$ cat src/rtl/rcs_pkg.sv
package rcs_pkg;

  // sizing of the owner table, wait queue and thread ids
  localparam int MAX_OWNERS  = 8;
  localparam int WAIT_DEPTH  = 16;
  localparam int THREAD_BITS = 8;

  localparam int SLOT_W  = (MAX_OWNERS > 1) ? $clog2(MAX_OWNERS) : 1;
  localparam int HELD_W  = $clog2(MAX_OWNERS + 1);
  localparam int WPTR_W  = $clog2(WAIT_DEPTH);
  localparam int WUSED_W = $clog2(WAIT_DEPTH + 1);
  localparam int COUNT_W = 15;

  // fixed field widths
  localparam int OPCODE_W = 2;
  localparam int TID_IN_W = 8;
  localparam int STATUS_W = 3;
  localparam int OWNERS_W = 4;
  localparam int MAXC_W   = 4;

  typedef logic [THREAD_BITS-1:0] tid_t;
  typedef logic [COUNT_W-1:0]     count_t;
  typedef logic [SLOT_W-1:0]      slot_idx_t;

  localparam count_t COUNT_MAX = {COUNT_W{1'b1}};

  // opcodes
  localparam logic [OPCODE_W-1:0] OP_ACQUIRE = 2'd0;
  localparam logic [OPCODE_W-1:0] OP_TRY     = 2'd1;
  localparam logic [OPCODE_W-1:0] OP_RELEASE = 2'd2;

  // result status codes
  localparam logic [STATUS_W-1:0] ST_GRANT_NEW = 3'd0;
  localparam logic [STATUS_W-1:0] ST_GRANT_REC = 3'd1;
  localparam logic [STATUS_W-1:0] ST_QUEUED    = 3'd2;
  localparam logic [STATUS_W-1:0] ST_DENIED    = 3'd3;
  localparam logic [STATUS_W-1:0] ST_RELEASED  = 3'd4;
  localparam logic [STATUS_W-1:0] ST_NOT_OWNER = 3'd5;
  localparam logic [STATUS_W-1:0] ST_QFULL     = 3'd6;
  localparam logic [STATUS_W-1:0] ST_SATURATED = 3'd7;

  typedef struct packed {
    logic   valid;
    tid_t   thread;
    count_t count;
  } slot_ent_t;

  typedef struct packed {
    logic      owner_hit;
    slot_idx_t owner_idx;
    count_t    owner_count;
    logic      free_hit;
    slot_idx_t free_idx;
  } scan_res_t;

  typedef struct packed {
    logic push;
    logic pop;
    tid_t push_tid;
  } fifo_ctl_t;

  typedef struct packed {
    logic full;
    logic empty;
  } fifo_sts_t;

endpackage

$ cat src/rtl/rcs_if.sv
interface rcs_req_if import rcs_pkg::*; ();
  logic                valid;
  logic                ready;
  logic [OPCODE_W-1:0] opcode;
  logic [TID_IN_W-1:0] thread_id;

  modport source (output valid, output opcode, output thread_id, input ready);
  modport sink   (input valid, input opcode, input thread_id, output ready);
endinterface

interface rcs_rsp_if import rcs_pkg::*; ();
  logic                valid;
  logic                ready;
  logic [STATUS_W-1:0] status;
  logic                wake_valid;
  logic [TID_IN_W-1:0] wake_thread;
  logic [OWNERS_W-1:0] owners_now;

  modport source (output valid, output status, output wake_valid, output wake_thread,
                  output owners_now, input ready);
  modport sink   (input valid, input status, input wake_valid, input wake_thread,
                  input owners_now, output ready);
endinterface

$ cat src/rtl/rcs_wait_fifo.sv
module rcs_wait_fifo import rcs_pkg::*; (
  input  logic      clk_i,
  input  logic      rst_ni,
  input  fifo_ctl_t ctl_i,
  output fifo_sts_t sts_o,
  output tid_t      rd_data_o
);

  tid_t               mem [WAIT_DEPTH];
  tid_t               rd_q;
  logic [WPTR_W-1:0]  head_q, head_d;
  logic [WPTR_W-1:0]  tail_q, tail_d;
  logic [WUSED_W-1:0] used_q, used_d;

  always_comb begin
    head_d = head_q;
    tail_d = tail_q;
    used_d = used_q;
    if (ctl_i.push) begin
      tail_d = (32'(tail_q) + 1 >= WAIT_DEPTH) ? '0 : tail_q + WPTR_W'(1);
      used_d = used_q + WUSED_W'(1);
    end else if (ctl_i.pop) begin
      head_d = (32'(head_q) + 1 >= WAIT_DEPTH) ? '0 : head_q + WPTR_W'(1);
      used_d = used_q - WUSED_W'(1);
    end
  end

  always_ff @(posedge clk_i or negedge rst_ni) begin
    if (!rst_ni) begin
      head_q <= '0;
      tail_q <= '0;
      used_q <= '0;
    end else begin
      head_q <= head_d;
      tail_q <= tail_d;
      used_q <= used_d;
    end
  end

  // queue storage, registered read at the head on pop
  always_ff @(posedge clk_i) begin
    if (ctl_i.push) begin
      mem[tail_q] <= ctl_i.push_tid;
    end
    if (ctl_i.pop) begin
      rd_q <= mem[head_q];
    end
  end

  assign sts_o.full  = (32'(used_q) >= WAIT_DEPTH);
  assign sts_o.empty = (used_q == '0);
  assign rd_data_o   = rd_q;

endmodule

$ cat src/rtl/rcs_scan_unit.sv
module rcs_scan_unit import rcs_pkg::*; (
  input  logic      clk_i,
  input  logic      rst_ni,
  input  logic      start_i,
  input  tid_t      key_i,
  input  slot_ent_t ent_i,
  output slot_idx_t idx_o,
  output logic      done_o,
  output scan_res_t res_o
);

  logic      busy_q;
  logic      done_q;
  slot_idx_t idx_q;
  tid_t      key_q;
  scan_res_t res_q;
  logic      hit;
  logic      free;

  // shared compare against the entry at the scan pointer
  assign hit  = ent_i.valid && (ent_i.thread == key_q);
  assign free = !ent_i.valid;

  always_ff @(posedge clk_i or negedge rst_ni) begin
    if (!rst_ni) begin
      busy_q <= 1'b0;
      done_q <= 1'b0;
      idx_q  <= '0;
      key_q  <= '0;
      res_q  <= '0;
    end else begin
      // done pulses in the cycle after the last slot is compared
      done_q <= !start_i && busy_q && (idx_q == SLOT_W'(MAX_OWNERS - 1));
      if (start_i) begin
        busy_q          <= 1'b1;
        idx_q           <= '0;
        key_q           <= key_i;
        res_q.owner_hit <= 1'b0;
        res_q.free_hit  <= 1'b0;
      end else if (busy_q) begin
        if (hit && !res_q.owner_hit) begin
          res_q.owner_hit   <= 1'b1;
          res_q.owner_idx   <= idx_q;
          res_q.owner_count <= ent_i.count;
        end
        if (free && !res_q.free_hit) begin
          res_q.free_hit <= 1'b1;
          res_q.free_idx <= idx_q;
        end
        if (idx_q == SLOT_W'(MAX_OWNERS - 1)) begin
          busy_q <= 1'b0;
        end else begin
          idx_q <= idx_q + SLOT_W'(1);
        end
      end
    end
  end

  assign idx_o  = idx_q;
  assign done_o = done_q;
  assign res_o  = res_q;

endmodule

$ cat src/rtl/recursive_counting_semaphore.sv
// recursive counting semaphore with a fifo of blocked requesters
//
// req channel (valid/ready): opcode and thread_id, one beat per request.
// rsp channel (valid/ready): status, wake_valid, wake_thread, owners_now,
//   exactly one beat per request, in request order.
// cfg_we_i: max_count <= cfg_data_i; user writes only while idle (unchecked).
//
// each request scans the owner table one slot per cycle through a shared
// compare unit, then passes S_OUT, where its result goes into the output
// register; only then is the next req beat taken. a final release that
// wakes a waiter reads the queue head (S_WAKE_RD) and scans the table a
// second time (S_WAKE_SCAN) before its rsp beat is registered.
// req.ready is high only between requests; one request is in work at once.
// the rsp beat sits in an output register; if the receiver stalls, the
// next request is still accepted and scanned, and its result waits until
// the output register is taken.
// reset: no owners, empty wait queue, max_count = 1, no rsp beat pending.
module recursive_counting_semaphore import rcs_pkg::*; (
  input  logic              clk_i,
  input  logic              rst_ni,
  input  logic              cfg_we_i,
  input  logic [MAXC_W-1:0] cfg_data_i,
  rcs_req_if.sink           req,
  rcs_rsp_if.source         rsp
);

  typedef enum logic [2:0] {
    S_IDLE,
    S_SCAN,
    S_WAKE_RD,
    S_WAKE_SCAN,
    S_OUT
  } state_e;

  state_e              state_q, state_d;
  logic [HELD_W-1:0]   held_q, held_d;
  logic [MAXC_W-1:0]   max_count_q, max_count_d;
  logic [OPCODE_W-1:0] op_q, op_d;
  tid_t                tid_q, tid_d;
  slot_idx_t           rel_idx_q, rel_idx_d;
  logic [STATUS_W-1:0] status_q, status_d;
  logic                wake_q, wake_d;
  tid_t                wthread_q, wthread_d;

  // output register
  logic                out_valid_q, out_valid_d;
  logic [STATUS_W-1:0] out_status_q, out_status_d;
  logic                out_wake_q, out_wake_d;
  tid_t                out_wthread_q, out_wthread_d;
  logic [HELD_W-1:0]   out_owners_q, out_owners_d;

  // owner table
  logic   slot_valid_q [MAX_OWNERS];
  tid_t   slot_thread_q [MAX_OWNERS];
  count_t slot_count_q [MAX_OWNERS];

  logic      slot_set, slot_clr, thr_we, cnt_we;
  slot_idx_t slot_widx;
  tid_t      slot_wthread;
  count_t    slot_wcount;

  // scan unit and wait queue
  logic      scan_start;
  tid_t      scan_key;
  slot_idx_t scan_idx;
  logic      scan_done;
  scan_res_t sr;
  slot_ent_t scan_ent;
  fifo_ctl_t fifo_ctl;
  fifo_sts_t fifo_sts;
  tid_t      fifo_rd;
  logic      can_grant;
  count_t    dec_count;

  assign scan_ent.valid  = slot_valid_q[scan_idx];
  assign scan_ent.thread = slot_thread_q[scan_idx];
  assign scan_ent.count  = slot_count_q[scan_idx];

  rcs_scan_unit u_scan (
    .clk_i   (clk_i),
    .rst_ni  (rst_ni),
    .start_i (scan_start),
    .key_i   (scan_key),
    .ent_i   (scan_ent),
    .idx_o   (scan_idx),
    .done_o  (scan_done),
    .res_o   (sr)
  );

  rcs_wait_fifo u_fifo (
    .clk_i     (clk_i),
    .rst_ni    (rst_ni),
    .ctl_i     (fifo_ctl),
    .sts_o     (fifo_sts),
    .rd_data_o (fifo_rd)
  );

  // owner limit is min(max_count, table size)
  assign can_grant = (32'(held_q) < 32'(max_count_q)) && (32'(held_q) < MAX_OWNERS);
  assign dec_count = (sr.owner_count != '0) ? sr.owner_count - count_t'(1) : '0;

  always_comb begin
    state_d       = state_q;
    held_d        = held_q;
    max_count_d   = max_count_q;
    op_d          = op_q;
    tid_d         = tid_q;
    rel_idx_d     = rel_idx_q;
    status_d      = status_q;
    wake_d        = wake_q;
    wthread_d     = wthread_q;
    out_valid_d   = out_valid_q && !rsp.ready;
    out_status_d  = out_status_q;
    out_wake_d    = out_wake_q;
    out_wthread_d = out_wthread_q;
    out_owners_d  = out_owners_q;
    slot_set      = 1'b0;
    slot_clr      = 1'b0;
    thr_we        = 1'b0;
    cnt_we        = 1'b0;
    slot_widx     = sr.owner_idx;
    slot_wthread  = tid_q;
    slot_wcount   = sr.owner_count + count_t'(1);
    scan_start    = 1'b0;
    scan_key      = tid_q;
    fifo_ctl      = '0;
    fifo_ctl.push_tid = tid_q;

    if (cfg_we_i) begin
      max_count_d = cfg_data_i;
    end

    unique case (state_q)
      S_IDLE: begin
        if (req.valid) begin
          op_d       = req.opcode;
          tid_d      = tid_t'(req.thread_id);
          scan_key   = tid_t'(req.thread_id);
          scan_start = 1'b1;
          wake_d     = 1'b0;
          wthread_d  = '0;
          state_d    = S_SCAN;
        end
      end

      S_SCAN: begin
        if (scan_done) begin
          state_d = S_OUT;
          if ((op_q == OP_ACQUIRE) || (op_q == OP_TRY)) begin
            if (sr.owner_hit) begin
              // recursive grant, saturating
              if (sr.owner_count == COUNT_MAX) begin
                status_d = ST_SATURATED;
              end else begin
                cnt_we   = 1'b1;
                status_d = ST_GRANT_REC;
              end
            end else if (can_grant && sr.free_hit) begin
              slot_widx   = sr.free_idx;
              slot_set    = 1'b1;
              thr_we      = 1'b1;
              cnt_we      = 1'b1;
              slot_wcount = count_t'(1);
              held_d      = held_q + HELD_W'(1);
              status_d    = ST_GRANT_NEW;
            end else if (op_q == OP_TRY) begin
              status_d = ST_DENIED;
            end else if (fifo_sts.full) begin
              status_d = ST_QFULL;
            end else begin
              fifo_ctl.push = 1'b1;
              status_d      = ST_QUEUED;
            end
          end else if (op_q == OP_RELEASE) begin
            if (!sr.owner_hit) begin
              status_d = ST_NOT_OWNER;
            end else begin
              status_d = ST_RELEASED;
              if (dec_count == '0) begin
                // final release frees the slot, oldest waiter may take it
                slot_clr = 1'b1;
                held_d   = held_q - HELD_W'(1);
                if (!fifo_sts.empty) begin
                  fifo_ctl.pop = 1'b1;
                  rel_idx_d    = sr.owner_idx;
                  state_d      = S_WAKE_RD;
                end
              end else begin
                cnt_we      = 1'b1;
                slot_wcount = dec_count;
              end
            end
          end else begin
            // unused opcode: no state change
            status_d = ST_DENIED;
          end
        end
      end

      S_WAKE_RD: begin
        // queue head is in the read register now; look it up in the table
        scan_key   = fifo_rd;
        scan_start = 1'b1;
        wake_d     = 1'b1;
        wthread_d  = fifo_rd;
        state_d    = S_WAKE_SCAN;
      end

      S_WAKE_SCAN: begin
        if (scan_done) begin
          state_d = S_OUT;
          if (sr.owner_hit) begin
            // woken thread already owns: bump its own count, freed slot stays free
            if (sr.owner_count != COUNT_MAX) begin
              cnt_we = 1'b1;
            end
          end else begin
            slot_widx    = rel_idx_q;
            slot_wthread = wthread_q;
            slot_set     = 1'b1;
            thr_we       = 1'b1;
            cnt_we       = 1'b1;
            slot_wcount  = count_t'(1);
            held_d       = held_q + HELD_W'(1);
          end
        end
      end

      S_OUT: begin
        if (!out_valid_q || rsp.ready) begin
          out_valid_d   = 1'b1;
          out_status_d  = status_q;
          out_wake_d    = wake_q;
          out_wthread_d = wthread_q;
          out_owners_d  = held_q;
          state_d       = S_IDLE;
        end
      end

      default: begin
        state_d = S_IDLE;
      end
    endcase
  end

  always_ff @(posedge clk_i or negedge rst_ni) begin
    if (!rst_ni) begin
      state_q       <= S_IDLE;
      held_q        <= '0;
      max_count_q   <= MAXC_W'(1);
      op_q          <= '0;
      tid_q         <= '0;
      rel_idx_q     <= '0;
      status_q      <= ST_DENIED;
      wake_q        <= 1'b0;
      wthread_q     <= '0;
      out_valid_q   <= 1'b0;
      out_status_q  <= ST_DENIED;
      out_wake_q    <= 1'b0;
      out_wthread_q <= '0;
      out_owners_q  <= '0;
      for (int i = 0; i < MAX_OWNERS; i++) begin
        slot_valid_q[i] <= 1'b0;
      end
    end else begin
      state_q       <= state_d;
      held_q        <= held_d;
      max_count_q   <= max_count_d;
      op_q          <= op_d;
      tid_q         <= tid_d;
      rel_idx_q     <= rel_idx_d;
      status_q      <= status_d;
      wake_q        <= wake_d;
      wthread_q     <= wthread_d;
      out_valid_q   <= out_valid_d;
      out_status_q  <= out_status_d;
      out_wake_q    <= out_wake_d;
      out_wthread_q <= out_wthread_d;
      out_owners_q  <= out_owners_d;
      if (slot_set) begin
        slot_valid_q[slot_widx] <= 1'b1;
      end else if (slot_clr) begin
        slot_valid_q[slot_widx] <= 1'b0;
      end
    end
  end

  // slot payload, undefined until written
  always_ff @(posedge clk_i) begin
    if (thr_we) begin
      slot_thread_q[slot_widx] <= slot_wthread;
    end
    if (cnt_we) begin
      slot_count_q[slot_widx] <= slot_wcount;
    end
  end

  assign req.ready       = (state_q == S_IDLE);
  assign rsp.valid       = out_valid_q;
  assign rsp.status      = out_status_q;
  assign rsp.wake_valid  = out_wake_q;
  assign rsp.wake_thread = TID_IN_W'(out_wthread_q);
  assign rsp.owners_now  = OWNERS_W'(out_owners_q);

endmodule

$ cat src/flat_wrapper.sv
// flat-port wrapper written by rule: the top's interface ports become plain ports
module recursive_counting_semaphore_flat import rcs_pkg::*;
  (clk_i, rst_ni, cfg_we_i, cfg_data_i, req_valid, req_opcode, req_thread_id, req_ready, rsp_valid, rsp_status, rsp_wake_valid, rsp_wake_thread, rsp_owners_now, rsp_ready);
  rcs_req_if req_i ();
  rcs_rsp_if rsp_i ();
  input  logic clk_i;
  input  logic rst_ni;
  input  logic cfg_we_i;
  input  logic [MAXC_W-1:0] cfg_data_i;
  input wire logic [$bits(req_i.valid)-1:0] req_valid;
  input wire logic [$bits(req_i.opcode)-1:0] req_opcode;
  input wire logic [$bits(req_i.thread_id)-1:0] req_thread_id;
  output wire logic [$bits(req_i.ready)-1:0] req_ready;
  output wire logic [$bits(rsp_i.valid)-1:0] rsp_valid;
  output wire logic [$bits(rsp_i.status)-1:0] rsp_status;
  output wire logic [$bits(rsp_i.wake_valid)-1:0] rsp_wake_valid;
  output wire logic [$bits(rsp_i.wake_thread)-1:0] rsp_wake_thread;
  output wire logic [$bits(rsp_i.owners_now)-1:0] rsp_owners_now;
  input wire logic [$bits(rsp_i.ready)-1:0] rsp_ready;
  assign req_i.valid = req_valid;
  assign req_i.opcode = req_opcode;
  assign req_i.thread_id = req_thread_id;
  assign req_ready = req_i.ready;
  assign rsp_valid = rsp_i.valid;
  assign rsp_status = rsp_i.status;
  assign rsp_wake_valid = rsp_i.wake_valid;
  assign rsp_wake_thread = rsp_i.wake_thread;
  assign rsp_owners_now = rsp_i.owners_now;
  assign rsp_i.ready = rsp_ready;
  recursive_counting_semaphore u_core (.clk_i(clk_i), .rst_ni(rst_ni), .cfg_we_i(cfg_we_i), .cfg_data_i(cfg_data_i), .req(req_i), .rsp(rsp_i));
endmodule
$ cat config.mk
export PLATFORM = sky130hd
export DESIGN_NAME = recursive_counting_semaphore_flat
export DESIGN_NICKNAME = d
export VERILOG_FILES = /design/src/rtl/rcs_pkg.sv /design/src/rtl/rcs_if.sv /design/src/rtl/rcs_wait_fifo.sv /design/src/rtl/rcs_scan_unit.sv /design/src/rtl/recursive_counting_semaphore.sv /design/src/flat_wrapper.sv
export SDC_FILE = /design/constraint.sdc
export NUM_CORES = 1
export LEC_CHECK = 0
export BUFFER_PORTS_ARGS = -buffer_cell sky130_fd_sc_hd__buf_2
export CELL_PAD_IN_SITES_DETAIL_PLACEMENT = 0
export CELL_PAD_IN_SITES_GLOBAL_PLACEMENT = 1
export CORE_ASPECT_RATIO = 0.9
export CORE_MARGIN = 5
export CORE_UTILIZATION = 45
export CTS_CLUSTER_DIAMETER = 50
export DETAILED_ROUTE_END_ITERATION = 16
export GPL_ROUTABILITY_DRIVEN = 1
export HOLD_SLACK_MARGIN = 0.1
export PLACE_DENSITY = 0.7
export SKIP_CTS_REPAIR_TIMING = 1
export SYNTH_ARGS = -nofsm -noshare
export SYNTH_HDL_FRONTEND = slang
export SYNTH_HIERARCHICAL = 1
export SYNTH_SLANG_ARGS = --single-unit
$ cat constraint.sdc
create_clock -name clk_i -period 13.2 [get_ports clk_i]
set_clock_uncertainty 0.05 [all_clocks]
set_input_delay 0 -clock clk_i [delete_from_list [all_inputs] [get_ports clk_i]]
set_output_delay 0 -clock clk_i [all_outputs]
set_load 0.05 [all_outputs]
==> out/metrics.cfg, run 1 <==
[clock_network]
cts.clk_slew.worst_paths_ns=0.06
clk_latency_ns=0.60
clock-sinks=430
cts_buffers=48
cts_tree=yes
htree_levels=2
cts_root_buf=clkbuf_16
cts_buffer_depth=3

[logic_synthesis]
netlist.area_leader.share=0.517
ys_ff_latch=430
yosysMostFrequentCell=edfxtp_1
post_synth_inst_count=1231
synth.largest_area_cell=edfxtp_1
synth_top_family_by_area=multiplexers
synth_flop_cell=edfxtp_1
synthSimpleGateAreaFrac=0.0830
synth_commonest_cells=320 x edfxtp_1, 115 x nand2_1, 105 x dfrtp_1
async_reset_ff_frac=0.256
synth_xor_area_frac=0.00848
synth.avg_cell_area_um2=15.1
ys_warn_count=6
synth_edf_count=320
seq_area_frac_synth=0.665
synth_area_um2=18600
synthMuxAreaShare=0.138
yosys-top-cells-area=edfxtp_1 52%, dfrtp_1 14%, mux4_2 7.5%
synth_cell_type_count=80
yosys.area_share.adder=0.0132
syn_nets=1269
synth_compound_area_frac=0.0688

[detailed_routing]
wl_per_cell_um=22.2
drt-total-wl_um=42200
postRouteAntennaNets=0
drc=0
drt_iter0_markers=777
vias=10743
viasPerCell=5.65
drt_first_pass_iters=5

[global_route]
grt_use_total=0.184
grt_max_degree=69
grt-ovfl-total=0
antenna_found_initial=0
grt_pass1_wl_um=64300
grt_pass1_vias=10526

[die]
num_rows=70
io-pin-count=37
die_h_um=203
fp.coreArea_um2=40700
initial_core_util=0.457
dieArea_um2=45500
chipWidth_um=224

[power_and_ir_drop]
vdd_drop_max_mv=0.114
power_density_nw_per_um2=186
power_mw=3.97
p_leak_nw=7.68

[placement]
place_worst_setup_slack_ns=8.74
globalplace.congestion=0.839
port-buffer-count=36
hpwl_um=26700

[critical_path]
crit_path_end_kind=flop
reg2regPathDepth=9
endpoint=u_core/u_scan/res_o[14]
cp_max_fo=22
startpoint=u_core/state_q[1]
critPathRequiredTime_ns=13.63
timing.rr.start=u_core/state_q[1]
r2r_slack_ns=8.76
crit_type=flop to flop
rr_endpoint=u_core/u_scan/res_o[14]
arrival_ns=4.86
start_kind=flop

[sta]
max_slew_margin=0.298
min_period_over_period=0.336
setup_tns_ns=0
slew_violations=0
rsz0062_at_grt=false
period_needed_ns=4.44
finalSetupViolations=0
worst_pin_slew_ns=1.04
fmax_ghz=0.225
fin_ws_ns=8.76
hold_ws_ns=0.161
hold_violations=0

[finish]
nets=1360
final-seq-area_um2=12400
layout-drive-gt1-share=0.220
n_antenna_cell=0
area_growth_pct=14.8
fillers=3358
multi_input_area_um2=5790

[min_path]
min-delay-path-class=input pin to flop

[run_status]
status=completed

[run]
cap_violations=0

[cell families (layout without fill, tap and decap cells)]
family / after synthesis / count (layout)
DFF: 430 / 430
muxes: 165 / 165
and+or+nand+nor: 317 / 317
AOI/OAI and AO/OA: 191 / 191
buffers and inverters: 91 / 221
adders and majority gates: 19 / 19
xor gates and xnor gates: 18 / 18
[area by class of cell]
cell class                 count  area share
sequential                   430       0.580
multi-input combinational    710       0.271
clock buffer                  55      0.0589
timing repair buffer         104      0.0386
tap                          540      0.0316
clock inverter                34      0.0151
inverter                      28     0.00492
[report_power, final]
part | leakage [nW] | internal (mW) | switching [mW] | total (mW)
clock | 0.770 | 0.755 | 0.557 | 1.31
sequential | 4.40 | 1.63 | 0.156 | 1.78
combinational | 2.50 | 0.397 | 0.474 | 0.871
total | 7.68 | 2.78 | 1.19 | 3.97
[worst min-delay path by stage]
stage,to,depth (start not counted),from,slack [ns]
global placement,u_core/u_scan/res_o[14],1,rst_ni,-0.01
detailed placement,u_core/u_scan/res_o[14],1,rst_ni,-0.01
finish,u_core/max_count_q[3],3,cfg_we_i,0.16
floorplan,asynchronous set/reset pin,0,rst_ni,-0.35
global route,u_core/max_count_q[3],3,cfg_we_i,0.18
CTS,u_core/u_scan/res_o[10],1,rst_ni,-0.66
[per-stage QoR]
stage | instances | util | area, um2
floorplan | 1231 | - | 18600
global placement | 1767 | 0.474 | 19300
detailed placement | 1767 | 0.474 | 19300
CTS | 1856 | 0.513 | 20900
global route | 1901 | 0.524 | 21300
finish | 1901 | 0.524 | 21300
[critical path, cell delays in order (launching register included)]
cell and delay [ns]:
dfrtp_1 0.70, nor3_1 0.18, and2_1 0.39, nor2_1 0.66
inv_1 0.57, nor4bb_1 0.62, nand4_1 0.23, nor4_4 0.17
buf_4 0.36, mux2_2 0.38
[layout by cell type (no fill, tap or decap), types with 26 or more instances in the layout]
master,instances
a21oi_1,26
buf_2,35
clkbuf_16,48
dfrtp_1,102
dlygate4sd3_1,44
edfxtp_1,320
inv_1,27
mux2_2,77
mux4_2,62
nand2_1,115
nand3_1,29
nor2_1,76
o21ai_0,59
[per-layer routing]
metal	share of wire	track usage	vias up
li1	-	-	4936
met1	0.46	0.266	5499
met2	0.48	0.291	249
met3	0.046	0.0366	59
met4	0.019	0.0422	0
met5	0	0	-
[state kept, by name, summed over array words and instances, names as in the netlist, 4 cells and up, named ones only]
name	flops
u_core/slot_thread_q	64
u_core/u_fifo/head_q	4
u_core/u_scan/res_o	23
u_core/u_scan/key_q	8
u_core/held_q	4
u_core/slot_count_q	120
u_core/u_fifo/mem	128
u_core/u_fifo/tail_q	4
u_core/rsp.owners_now	4
u_core/wthread_q	8
u_core/tid_q	8
u_core/rsp.wake_thread	8
u_core/u_fifo/rd_data_o	8
u_core/u_fifo/used_q	5
u_core/max_count_q	4
No activity file was read; power rests on OpenSTA's default activity.
==> inputs of run 2 (changes only) <==
==> constraint.sdc (replaced) <==
create_clock -name clk_i -period 4.2 [get_ports clk_i]
set_clock_uncertainty 0.05 [all_clocks]
set_input_delay 0 -clock clk_i [delete_from_list [all_inputs] [get_ports clk_i]]
set_output_delay 0 -clock clk_i [all_outputs]
set_load 0.05 [all_outputs]
==> out/metrics.cfg, run 2 (synthesized netlist as in run 1, its figures left out) <==
[critical_path]
cp_max_fo=13  ; -41%
critPathRequiredTime_ns=4.58  ; -9.05 ns
reg2regPathDepth=14  ; +5
start_kind=flop
r2r_slack_ns=0.26  ; -8.50 ns
crit_path_end_kind=flop
startpoint=u_core/u_scan/res_o[4]
arrival_ns=4.32  ; -0.54 ns
endpoint=u_core/u_fifo/used_q[3]
rr_endpoint=u_core/u_fifo/used_q[3]
timing.rr.start=u_core/u_scan/res_o[4]
crit_type=flop to flop

[global_route]
antenna_found_initial=0  ; unchanged
grt-ovfl-total=0  ; unchanged
grt_pass1_wl_um=65600  ; +2.2%
grtUsageMet3=0.0282  ; -0.00839
grt_use_total=0.186  ; +0.00270
grt_pass1_vias=10854  ; +3.1%
grt.busiest_layer=met2
use_met1=0.281  ; +0.0149
grt_max_degree=57  ; -17%
met2_usage=0.287  ; -0.00335

[finish]
final_common_cell=edfxtp_1
layout_common_cells=320 x edfxtp_1, 115 x nand2_1, 102 x dfrtp_1
largest_register_ff_count=128  ; unchanged
fillers=3369  ; +0.33%
layout-drive-gt1-share=0.237  ; +0.0172
area_growth_pct=15.1
layout.cells.non_filler=1933  ; +1.7%
reg_top3=u_core/u_fifo/mem: 128 flops, u_core/slot_count_q: 120 flops, u_core/slot_thread_q: 64 flops
n_antenna_cell=0  ; unchanged
final_util=0.526  ; +0.00144
nets=1392  ; +2.4%
regMostFlops=u_core/u_fifo/mem

[clock_network]
htree_levels=2  ; unchanged
cts_tree=yes
clock-sinks=430  ; unchanged
clk_latency_ns=0.58  ; -0.02 ns
cts_root_buf=clkbuf_16
cts.clk_slew.worst_paths_ns=0.06  ; about the same
cts_buffers=48  ; unchanged
cts_buffer_depth=3  ; unchanged

[sta]
slew_violations=0  ; unchanged
finalSetupViolations=0  ; unchanged
worst_pin_slew_ns=1.04  ; +0.00300 ns
max_slew_margin=0.301  ; +0.00277
period_needed_ns=3.94  ; -0.497 ns
min_period_over_period=0.938  ; +0.602
rsz0062_at_grt=false
hold_violations=0  ; unchanged
fmax_ghz=0.254  ; +13%
fin_ws_ns=0.259  ; -8.50 ns
setup_tns_ns=0  ; unchanged

[placement]
place_worst_setup_slack_ns=0.340  ; -8.40 ns
hpwl_um=27500  ; +3.0%
port-buffer-count=36  ; unchanged
globalplace.congestion=0.895  ; +6.8%
place_inst=1810  ; +2.4%

[detailed_routing]
viasPerCell=5.68  ; +0.60%
vias=10989  ; +2.3%
drt_first_pass_iters=5  ; unchanged
postRouteAntennaNets=0  ; unchanged
drt_iter0_markers=1058  ; +36%
drt-total-wl_um=42700  ; +1.2%
wl_per_cell_um=22.1  ; -0.51%
drc=0  ; unchanged

[run_status]
status=completed

[die]
initial_core_util=0.457  ; unchanged
io-pin-count=37  ; unchanged
fp.coreArea_um2=40700  ; unchanged
dieArea_um2=45500  ; unchanged
die_h_um=203  ; unchanged
num_rows=70  ; unchanged
chipWidth_um=224  ; unchanged

[min_path]
min-delay-path-class=input pin to flop
hold_path_depth=3  ; unchanged

[run]
cap_violations=0  ; unchanged

[power_and_ir_drop]
power_mw=12.2  ; +210%
vdd_drop_max_mv=0.363  ; +220%
power_density_nw_per_um2=569  ; +210%
p_leak_nw=7.76  ; +1.1%

run 2: how the worst min path moves through the flow:
| stage | from | to | slack, ns |
|---|---|---|---|
| finish | cfg_we_i | u_core/max_count_q[3] | 0.20 |
| global route | cfg_we_i | u_core/max_count_q[2] | 0.20 |
| CTS | rst_ni | u_core/u_scan/res_o[13] | -0.56 |
| detailed placement | rst_ni | u_core/u_scan/res_o[13] | 0.06 |
| global placement | rst_ni | u_core/u_scan/res_o[13] | 0.06 |
| floorplan | rst_ni | asynchronous set/reset pin | -0.35 |
run 2: final cells by class:
type,instances,area (um2),area share
timing repair buffer,136,1020,0.0476
clock buffer,64,1260,0.0589
inverter,28,105,0.00491
multi-input combinational,710,5790,0.271
sequential,430,12400,0.578
tap,540,676,0.0316
clock inverter,25,181,0.00847
run 2: through the flow:
| step | hold WS, ns | instance area (um2) |
|---|---|---|
| 3_3_place_gp | 0.0597 | 19600 |
| 2_1_floorplan | -0.346 | 18600 |
| 5_1_grt | 0.201 | 21400 |
| 4_1_cts | -0.559 | 21100 |
| 6_report | 0.196 | 21400 |
| 3_5_place_dp | 0.0567 | 19600 |
run 2: report_power, final:
group | switching, mW | internal, mW
Clock | 1.66 | 2.19
Sequential | 0.518 | 5.11
Combinational | 1.45 | 1.25
run 2: metal layers:
metal,share of wire,vias to the layer above
met2,0.46,302
met3,0.056,57
li1,-,4996
met5,0,-
met1,0.46,5634
met4,0.019,0
run 2: worst max-delay path, stage by stage (launching register included):
cell and delay [ns]:
dfrtp_1 0.39, inv_1 0.10, ha_1 0.34, or4b_2 0.59, nor4_1 0.22, nand3_1 0.17
or3_1 0.33, a211oi_1 0.31, buf_4 0.20, nor2_1 0.06, nor4_2 0.14, buf_4 0.28
nor2_1 0.15, a2111oi_1 0.39, a211oi_1 0.09
